--- src/hdl/calendar_date_counter_assert.svh ---
// Assertion macros shared by the calendar date counter modules.
// Needs clk and rst_n in the scope where a macro is used.
`ifndef CALENDAR_DATE_COUNTER_ASSERT_SVH
`define CALENDAR_DATE_COUNTER_ASSERT_SVH

// Same-cycle implication.
`define CAL_ASSERT_NOW(lbl, ante, cons, msg) \
  lbl: assert property (@(posedge clk) disable iff (!rst_n) (ante) |-> (cons)) \
    else $error(msg);

// Next-cycle implication.
`define CAL_ASSERT_NEXT(lbl, ante, cons, msg) \
  lbl: assert property (@(posedge clk) disable iff (!rst_n) (ante) |=> (cons)) \
    else $error(msg);

`endif

--- src/hdl/cal_pkg.sv ---
// Shared types, constants and calendar functions for the date counter.
// No dependencies; imported by cal_ctrl, cal_dp and calendar_date_counter.
`timescale 1ns / 1ps

package cal_pkg;

  localparam int COUNT_WIDTH = 16;
  localparam int DCNT_W      = 16;   // width of the day_count field
  localparam int CNT_W       = (COUNT_WIDTH < DCNT_W) ? COUNT_WIDTH : DCNT_W;

  localparam int YEAR_W  = 12;
  localparam int MONTH_W = 4;
  localparam int DAY_W   = 5;
  localparam int OP_W    = 3;

  localparam logic [YEAR_W-1:0]  YEAR_MIN  = 12'd1900;
  localparam logic [YEAR_W-1:0]  YEAR_MAX  = 12'd2100;
  localparam logic [MONTH_W-1:0] MONTH_JAN = 4'd1;
  localparam logic [MONTH_W-1:0] MONTH_FEB = 4'd2;
  localparam logic [MONTH_W-1:0] MONTH_DEC = 4'd12;
  localparam logic [DAY_W-1:0]   DAY_FIRST = 5'd1;
  localparam logic [DAY_W-1:0]   DAY_LEAP  = 5'd29;

  // divisible by 25 test: y * inv(25) mod 2^12 <= floor(4095 / 25)
  localparam logic [YEAR_W-1:0] INV25     = 12'd3113;
  localparam logic [YEAR_W-1:0] DIV25_MAX = 12'd163;

  localparam logic [DAY_W-1:0] MONTH_LEN [16] = '{
    5'd31, 5'd31, 5'd28, 5'd31, 5'd30, 5'd31, 5'd30, 5'd31,
    5'd31, 5'd30, 5'd31, 5'd30, 5'd31, 5'd31, 5'd31, 5'd31
  };

  typedef enum logic [OP_W-1:0] {
    OP_SET  = 3'd0,
    OP_NEXT = 3'd1,
    OP_PREV = 3'd2,
    OP_ADD  = 3'd3,
    OP_SUB  = 3'd4
  } cal_op_t;

  typedef struct packed {
    logic set;
    logic inc;
    logic dec;
    logic cnt_load;
    logic cnt_dec;
    logic out_load;
  } cal_cmd_t;

  typedef struct packed {
    logic in_cnt_zero;
    logic cnt_last;
    logic cnt_zero;
  } cal_stat_t;

  // Gregorian rule: leap if div by 4 and (not div by 100 or div by 400).
  // Given div by 4: div by 100 <=> div by 25, div by 400 <=> div by 16.
  function automatic logic is_leap(input logic [YEAR_W-1:0] y);
    logic [2*YEAR_W-1:0] prod;
    logic                div25;
    prod  = y * INV25;
    div25 = (prod[YEAR_W-1:0] <= DIV25_MAX);
    return (y[1:0] == 2'b00) && (!div25 || (y[3:0] == 4'b0000));
  endfunction

  function automatic logic [DAY_W-1:0] days_in(input logic [MONTH_W-1:0] m,
                                               input logic leap);
    if ((m == MONTH_FEB) && leap) begin
      return DAY_LEAP;
    end
    return MONTH_LEN[m];
  endfunction

endpackage

--- src/hdl/cal_dp.sv ---
// Datapath: date registers, day step and set logic, day counter, result register.
// Depends on cal_pkg; driven by cal_ctrl through cal_cmd_t.
`timescale 1ns / 1ps

module cal_dp import cal_pkg::*; (
  input  logic                clk,
  input  logic                rst_n,
  input  cal_cmd_t            cmd,
  output cal_stat_t           stat,
  input  logic [MONTH_W-1:0]  in_month_in,
  input  logic [DAY_W-1:0]    in_day_in,
  input  logic [YEAR_W-1:0]   in_year_in,
  input  logic [DCNT_W-1:0]   in_day_count,
  output logic [MONTH_W-1:0]  out_month_out,
  output logic [DAY_W-1:0]    out_day_out,
  output logic [YEAR_W-1:0]   out_year_out
);

  logic [DAY_W-1:0]   day_r,   day_nxt;
  logic [MONTH_W-1:0] month_r, month_nxt;
  logic [YEAR_W-1:0]  year_r,  year_nxt;
  logic [CNT_W-1:0]   cnt_r,   cnt_nxt;
  logic [MONTH_W-1:0] out_month_r;
  logic [DAY_W-1:0]   out_day_r;
  logic [YEAR_W-1:0]  out_year_r;

  logic [MONTH_W-1:0] set_month;
  logic [YEAR_W-1:0]  set_year;
  logic [YEAR_W-1:0]  leap_year;
  logic               leap;
  logic [DAY_W-1:0]   dim_cur;
  logic [DAY_W-1:0]   dim_set;
  logic [MONTH_W-1:0] prev_month;

  assign set_month = ((in_month_in >= MONTH_JAN) && (in_month_in <= MONTH_DEC)) ?
                     in_month_in : MONTH_JAN;
  assign set_year  = ((in_year_in >= YEAR_MIN) && (in_year_in <= YEAR_MAX)) ?
                     in_year_in : YEAR_MIN;

  // single leap unit, shared by set and step
  assign leap_year  = cmd.set ? set_year : year_r;
  assign leap       = is_leap(leap_year);
  assign dim_cur    = days_in(month_r, leap);
  assign dim_set    = days_in(set_month, leap);
  assign prev_month = (month_r <= MONTH_JAN) ? MONTH_DEC : month_r - MONTH_JAN;

  always_comb begin
    day_nxt   = day_r;
    month_nxt = month_r;
    year_nxt  = year_r;
    if (cmd.set) begin
      month_nxt = set_month;
      year_nxt  = set_year;
      day_nxt   = ((in_day_in >= DAY_FIRST) && (in_day_in <= dim_set)) ?
                  in_day_in : DAY_FIRST;
    end else if (cmd.inc) begin
      if (day_r >= dim_cur) begin
        day_nxt = DAY_FIRST;
        if (month_r >= MONTH_DEC) begin
          month_nxt = MONTH_JAN;
          year_nxt  = year_r + 12'd1;
        end else begin
          month_nxt = month_r + MONTH_JAN;
        end
      end else begin
        day_nxt = day_r + DAY_FIRST;
      end
    end else if (cmd.dec) begin
      if (day_r <= DAY_FIRST) begin
        month_nxt = prev_month;
        // year only changes on the way to December, where leap is irrelevant
        day_nxt   = days_in(prev_month, leap);
        if (month_r <= MONTH_JAN) begin
          year_nxt = year_r - 12'd1;
        end
      end else begin
        day_nxt = day_r - DAY_FIRST;
      end
    end
  end

  always_comb begin
    cnt_nxt = cnt_r;
    if (cmd.cnt_load) begin
      cnt_nxt = in_day_count[CNT_W-1:0];
    end else if (cmd.cnt_dec) begin
      cnt_nxt = cnt_r - {{(CNT_W-1){1'b0}}, 1'b1};
    end
  end

  assign stat.in_cnt_zero = (in_day_count[CNT_W-1:0] == '0);
  assign stat.cnt_last    = (cnt_r == {{(CNT_W-1){1'b0}}, 1'b1});
  assign stat.cnt_zero    = (cnt_r == '0);

  always_ff @(posedge clk) begin
    if (!rst_n) begin
      day_r   <= DAY_FIRST;
      month_r <= MONTH_JAN;
      year_r  <= YEAR_MIN;
    end else begin
      day_r   <= day_nxt;
      month_r <= month_nxt;
      year_r  <= year_nxt;
    end
  end

  always_ff @(posedge clk) begin
    cnt_r <= cnt_nxt;
    if (cmd.out_load) begin
      out_month_r <= month_nxt;
      out_day_r   <= day_nxt;
      out_year_r  <= year_nxt;
    end
  end

  assign out_month_out = out_month_r;
  assign out_day_out   = out_day_r;
  assign out_year_out  = out_year_r;

`include "calendar_date_counter_assert.svh"

  `CAL_ASSERT_NOW(a_month_range, 1'b1, (month_r >= MONTH_JAN) && (month_r <= MONTH_DEC), "month out of range")
  `CAL_ASSERT_NOW(a_day_range, !cmd.set, (day_r >= DAY_FIRST) && (day_r <= dim_cur), "day past month end")

endmodule

--- src/hdl/cal_ctrl.sv ---
// Controller FSM: command decode, day-count sequencing, result handshake.
// Depends on cal_pkg; drives cal_dp through cal_cmd_t.
`timescale 1ns / 1ps

module cal_ctrl import cal_pkg::*; (
  input  logic              clk,
  input  logic              rst_n,
  input  logic              in_valid,
  output logic              in_stall,
  input  logic [OP_W-1:0]   in_opcode,
  output logic              out_valid,
  input  logic              out_stall,
  output cal_cmd_t          cmd,
  input  cal_stat_t         stat
);

  typedef enum logic [1:0] {
    S_IDLE,
    S_RUN,
    S_WAIT
  } state_t;

  state_t  state_r, state_nxt;
  logic    dir_add_r, dir_add_nxt;
  logic    out_valid_r, out_valid_nxt;
  logic    accept;
  logic    out_free;
  logic    done;
  cal_op_t op;

  assign op       = cal_op_t'(in_opcode);
  assign accept   = in_valid && (state_r == S_IDLE);
  assign out_free = !out_valid_r || !out_stall;

  always_comb begin
    cmd         = '0;
    state_nxt   = state_r;
    dir_add_nxt = dir_add_r;
    done        = 1'b0;
    case (state_r)
      S_IDLE: begin
        if (accept) begin
          case (op)
            OP_SET:  begin cmd.set = 1'b1; done = 1'b1; end
            OP_NEXT: begin cmd.inc = 1'b1; done = 1'b1; end
            OP_PREV: begin cmd.dec = 1'b1; done = 1'b1; end
            OP_ADD, OP_SUB: begin
              if (stat.in_cnt_zero) begin
                done = 1'b1;
              end else begin
                cmd.cnt_load = 1'b1;
                dir_add_nxt  = (op == OP_ADD);
                state_nxt    = S_RUN;
              end
            end
            default: done = 1'b1;
          endcase
        end
      end
      S_RUN: begin
        cmd.inc     = dir_add_r;
        cmd.dec     = !dir_add_r;
        cmd.cnt_dec = 1'b1;
        done        = stat.cnt_last;
      end
      S_WAIT: begin
        done = 1'b1;
      end
      default: state_nxt = S_IDLE;
    endcase

    if (done) begin
      if (out_free) begin
        cmd.out_load = 1'b1;
        state_nxt    = S_IDLE;
      end else begin
        state_nxt = S_WAIT;
      end
    end

    out_valid_nxt = out_valid_r;
    if (cmd.out_load) begin
      out_valid_nxt = 1'b1;
    end else if (!out_stall) begin
      out_valid_nxt = 1'b0;
    end
  end

  always_ff @(posedge clk) begin
    if (!rst_n) begin
      state_r     <= S_IDLE;
      dir_add_r   <= 1'b0;
      out_valid_r <= 1'b0;
    end else begin
      state_r     <= state_nxt;
      dir_add_r   <= dir_add_nxt;
      out_valid_r <= out_valid_nxt;
    end
  end

  assign in_stall  = (state_r != S_IDLE);
  assign out_valid = out_valid_r;

`include "calendar_date_counter_assert.svh"

  `CAL_ASSERT_NOW(a_no_overwrite, out_valid_r && out_stall, !cmd.out_load, "result overwritten while stalled")
  `CAL_ASSERT_NOW(a_run_count, state_r == S_RUN, !stat.cnt_zero, "stepping with empty day count")
  `CAL_ASSERT_NEXT(a_set_done, accept && (op == OP_SET), out_valid_r || (state_r == S_WAIT), "set transfer produced no result")

endmodule

--- src/hdl/calendar_date_counter.sv ---
// Top level of the Gregorian calendar date counter.
// Depends on cal_pkg, cal_ctrl and cal_dp.
`timescale 1ns / 1ps

// Holds one Gregorian date and applies one command per input transfer:
// set (validated: bad month -> 1, year outside 1900..2100 -> 1900, bad day
// -> 1, Feb 29 only in leap years), next day, previous day, add N days or
// subtract N days, with N taken from the low COUNT_WIDTH bits of
// in_day_count. Every command yields exactly one result transfer carrying
// the date after the command; unused opcodes return the date unchanged.
// The year wraps modulo 4096 and year 0 counts as leap. Reset gives
// 1 January 1900. Timing: set, next, previous, unused opcodes and add or
// subtract of zero days finish in the cycle the input transfer is taken
// if the output register is free; add or subtract of N > 0 days steps the
// date in the single day-step unit, one day per clock. The input is stalled
// while a count is running or while a finished result cannot yet enter the
// output register; a result waiting in the output register does not by
// itself block the next input transfer.

module calendar_date_counter import cal_pkg::*; (
  input  logic                clk,
  input  logic                rst_n,
  // input channel
  input  logic                in_valid,
  output logic                in_stall,
  input  logic [OP_W-1:0]     in_opcode,
  input  logic [MONTH_W-1:0]  in_month_in,
  input  logic [DAY_W-1:0]    in_day_in,
  input  logic [YEAR_W-1:0]   in_year_in,
  input  logic [DCNT_W-1:0]   in_day_count,
  // result channel
  output logic                out_valid,
  input  logic                out_stall,
  output logic [MONTH_W-1:0]  out_month_out,
  output logic [DAY_W-1:0]    out_day_out,
  output logic [YEAR_W-1:0]   out_year_out
);

  cal_cmd_t  cmd;
  cal_stat_t stat;

  // sequencing and handshakes
  cal_ctrl u_ctrl (
    .clk       (clk),
    .rst_n     (rst_n),
    .in_valid  (in_valid),
    .in_stall  (in_stall),
    .in_opcode (in_opcode),
    .out_valid (out_valid),
    .out_stall (out_stall),
    .cmd       (cmd),
    .stat      (stat)
  );

  // date state, calendar arithmetic and result register
  cal_dp u_dp (
    .clk           (clk),
    .rst_n         (rst_n),
    .cmd           (cmd),
    .stat          (stat),
    .in_month_in   (in_month_in),
    .in_day_in     (in_day_in),
    .in_year_in    (in_year_in),
    .in_day_count  (in_day_count),
    .out_month_out (out_month_out),
    .out_day_out   (out_day_out),
    .out_year_out  (out_year_out)
  );

endmodule
--- config.mk ---
export PLATFORM = sky130hd
export DESIGN_NAME = calendar_date_counter
export DESIGN_NICKNAME = d
export VERILOG_FILES = /design/src/hdl/cal_pkg.sv /design/src/hdl/cal_dp.sv /design/src/hdl/cal_ctrl.sv /design/src/hdl/calendar_date_counter.sv
export VERILOG_INCLUDE_DIRS = /design/src /design/src/hdl
export SDC_FILE = /design/constraint.sdc
export NUM_CORES = 1
export LEC_CHECK = 0
export BUFFER_PORTS_ARGS = -buffer_cell sky130_fd_sc_hd__buf_4
export CAP_MARGIN = 5
export CORE_MARGIN = 1
export CORE_UTILIZATION = 55
export DETAILED_ROUTE_END_ITERATION = 8
export GPL_ROUTABILITY_DRIVEN = 1
export GPL_TIMING_DRIVEN = 0
export PLACE_DENSITY = 0.79
export SETUP_SLACK_MARGIN = 0.1
export SLEW_MARGIN = 10
export SYNTH_ARGS = -nofsm -noshare
export SYNTH_HDL_FRONTEND = slang
export SYNTH_SLANG_ARGS = --single-unit
--- constraint.sdc ---
create_clock -name clk -period 8.5 [get_ports clk]
set_clock_uncertainty 0.1 [all_clocks]
set_input_delay 0.425 -clock clk [delete_from_list [all_inputs] [get_ports clk]]
set_output_delay 0.425 -clock clk [all_outputs]
set_load 0.01 [all_outputs]
==> impl_metrics.toml <==
[worst_setup_path]
ff2ff_path_depth = 31
cp_data_arrival_time_ps = 7860
crit_slowest_cell = "fa_1"
criticalPathCategory = "register to register"
crit_fanout = 10
cpMostUsedCell = "inv_1"
start_kind = "register"
r2r_setup_slack_ps = 620
end_kind = "register"
r2r_end = "u_dp.out_year_out[9]"
cp.required_ps = 8480
cpPeakStageDelay_ps = 560
reg2reg_from = "u_ctrl.state_r[1]"

[synth]
synth_edf_count = 37
synth.most_common_cell = "nor2_1"
synth.top_cells.by_count = "58 x nor2_1, 44 x a21oi_1, 43 x ha_1, 38 x inv_1, 38 x nand2_1"
yosys.area.top_type = "edfxtp_1"
synth.distinct_cells = 74
ys_seq_area_share_pct = 32.2
synth_area_um2 = 5010
synth_top_flop_cell = "edfxtp_1"
synth_seq_cells = 62
synthTopCellsByArea = "edfxtp_1 22%, ha_1 11%, dfxtp_1 10%"
syn_nets = 669
yosysTopAreaCellShare_pct = 22.2
synthArstFlopShare_pct = 0
syn_avg_cell_area_um2 = 8.69
yosys_warnings = 0
synthCells = 576

[power_and_ir_drop]
p_int_mw = 0.748
switching_share_pct = 38.2
clockPowerShare_pct = 21.9
combPwrFrac_pct = 44.1
seqPwrFrac_pct = 34.0
ir_worst_vdd_mv = 0.109
power.leakage_nw = 2.35
power.switching_mw = 0.462
power_density_nw_per_um2 = 207

[clocking]
holdBufCountCts = 0
ctsResizeCount = 0
htreeDepth = 3
cts_buffers = 9
cts_root_buffer = "clkbuf_8"
cts_tree = "built"
cts_setup_buffers = 0
clk_path_buf_depth = 2
clkLatencyLatePin_ps = 350
cts.sinks = 62
cts.clk_slew.worst_paths_ps = 80

[placement]
place_congestion = 0.911
dp.cells = 750
dpl.hpwl_mm = 10.2
port_buffers = 65

[sta]
fin_crit_ps = 7880
max_freq_ghz = 0.127
max_slew_margin_pct = 47.9
rsz0062_at_grt = "false"
fin_crit_sh_pct = 92.7
worstMarginPinSlew_ps = 781
tns_ps = 0
drv_slew = 0
hold_viol = 0
setup_viol = 0

[finish]
drive_gt1_share_pct = 16.6
area.growth.synth_to_final_pct = 16.8
layout.nets = 746
diodes = 0
fin_cells = 766
fillCellCount = 741

[route]
drtAntennaViolNets = 0
wire_per_inst_um = 17.1
vias_per_cell = 6.21
drcViolationCount = 0
vias = 4755
totalWireLength_mm = 13.1
drt_iter0_drc = 360
firstDrtPassIters = 6

[global_route]
antenna_found_initial = 0
grt_pass1_vias = 4425
grt_max_degree = 17
overflow = 0
grt_pass1_wl_mm = 21.2
grt_use_total_pct = 28.0

[floorplanning]
num_rows = 34
dieArea_um2 = 9490
dieWidth_um = 97.4
core-area_um2 = 8760
io_pins = 67
die_h_um = 97.4
start_util_pct = 57.1

[hold_path]
holdPathEnd = "u_ctrl.out_valid"
holdPathStages = 3
min_from = "out_stall"
min_path_type = "input pin to register"

[job]
drv_cap = 0

[run_status]
status = "complete, no violations"
## kinds of logic (layout without fill, tap and decap cells)
kind of cell    Yosys count  count (layout)  share of synthesized area, %
buf+inv                  61             143                          4.67
simple gates            216             216                          23.5
fa+ha+maj                49              49                          13.1
compound gates          152             152                          20.0
mux                       6               6                          1.22
xor+xnor                 30              30                          5.25
flops                    62              62                          32.2
## area by class of cell
| class | instances | area, µm² | area share, % |
|---|---|---|---|
| clock inverters | 7 | 73.8 | 1.26 |
| flip-flops and latches | 62 | 1610 | 27.6 |
| repair buffers | 66 | 503 | 8.60 |
| well taps | 108 | 135 | 2.31 |
| inverters | 38 | 143 | 2.44 |
| plain buffers | 23 | 91.3 | 1.56 |
| clock buffers | 9 | 124 | 2.12 |
| multi-input cells | 453 | 3160 | 54.1 |
## layout by cell type, fill, tap and decap left out, types with 3 or more instances in the layout
| master | count |
|---|---|
| o21ai_1 | 4 |
| ha_1 | 43 |
| nor4_1 | 10 |
| xor2_1 | 12 |
| o22ai_1 | 3 |
| or3_1 | 3 |
| and3_1 | 13 |
| or2_2 | 3 |
| xnor2_1 | 18 |
| clkbuf_1 | 19 |
| buf_2 | 4 |
| nand2b_1 | 10 |
| mux2i_1 | 5 |
| edfxtp_1 | 37 |
| and2_1 | 13 |
| nand2_1 | 38 |
| nor3_2 | 3 |
| buf_4 | 65 |
| and4b_1 | 3 |
| inv_1 | 38 |
| a31oi_1 | 9 |
| a22o_1 | 5 |
| nor2_1 | 58 |
| nor3_1 | 16 |
| o31ai_1 | 5 |
| o21ai_0 | 27 |
| o21a_1 | 3 |
| o211ai_1 | 11 |
| clkbuf_8 | 9 |
| a21o_1 | 5 |
| nand3_1 | 21 |
| nand4_1 | 7 |
| fa_1 | 6 |
| a22oi_1 | 5 |
| dfxtp_1 | 25 |
| a21oi_1 | 44 |
## per-layer routing
layer / up-vias / part of all wire, % / track usage (%)
met3: 35 / 7.3 / 5.61
li1: 2268 / - / -
met2: 205 / 46 / 44.9
met4: 0 / 2.9 / 10.5
met5: - / 0 / 0
met1: 2247 / 43 / 37.4
## worst max path at each step
stage / end / slack, ps / from
2_1_floorplan: u_dp.out_year_out[9] / 1850 / u_ctrl.state_r[0]
3_3_place_gp: u_dp.out_year_out[9] / 930 / u_ctrl.state_r[1]
3_5_place_dp: u_dp.out_year_out[9] / 750 / u_ctrl.state_r[1]
4_1_cts: u_dp.out_year_out[9] / 680 / u_ctrl.state_r[1]
5_1_grt: u_dp.out_year_out[9] / 280 / u_ctrl.state_r[1]
6_report: u_dp.out_year_out[9] / 620 / u_ctrl.state_r[1]
## state kept, by name, indices dropped and copies added (netlist names)
register,cells
u_dp.out_day_out,5
u_dp.day_r,5
u_dp.year_r,12
u_dp.out_year_out,12
u_dp.month_r,4
u_ctrl.out_valid,1
u_dp.out_month_out,4
u_ctrl.dir_add_r,1
u_ctrl.state_r,2
u_dp.cnt_r,16
## power by group through the flow
stage | clock network, mW | registers [mW] | logic, mW
CTS | 0.270 | 0.411 | 0.530
floorplan | 0 | 0.419 | 0.376
detailed placement | 0 | 0.418 | 0.528
global route | 0.282 | 0.418 | 0.588
finish | 0.265 | 0.412 | 0.533
global placement | 0 | 0.417 | 0.505
## critical path: cells and delay by family, from the launching register on
family / cells / cell delay [ps]
xor+xnor: 1 / 220
fa+ha+maj: 6 / 2150
simple gates: 9 / 1750
compound gates: 7 / 1890
buf+inv: 8 / 1160
flops: 1 / 350
## per-stage QoR
step	cell area [µm²]	hold WS, ps	setup WS [ps]	total power, mW	utilization (%)
6_report	5850	241	619	1.21	66.7
5_1_grt	5850	257	283	1.29	66.7
4_1_cts	5850	233	681	1.21	66.7
3_5_place_dp	5650	402	747	0.946	64.4
3_3_place_gp	5630	382	929	0.922	64.2
2_1_floorplan	5010	372	1850	0.795	-
(Power assumes the default switching activity.)
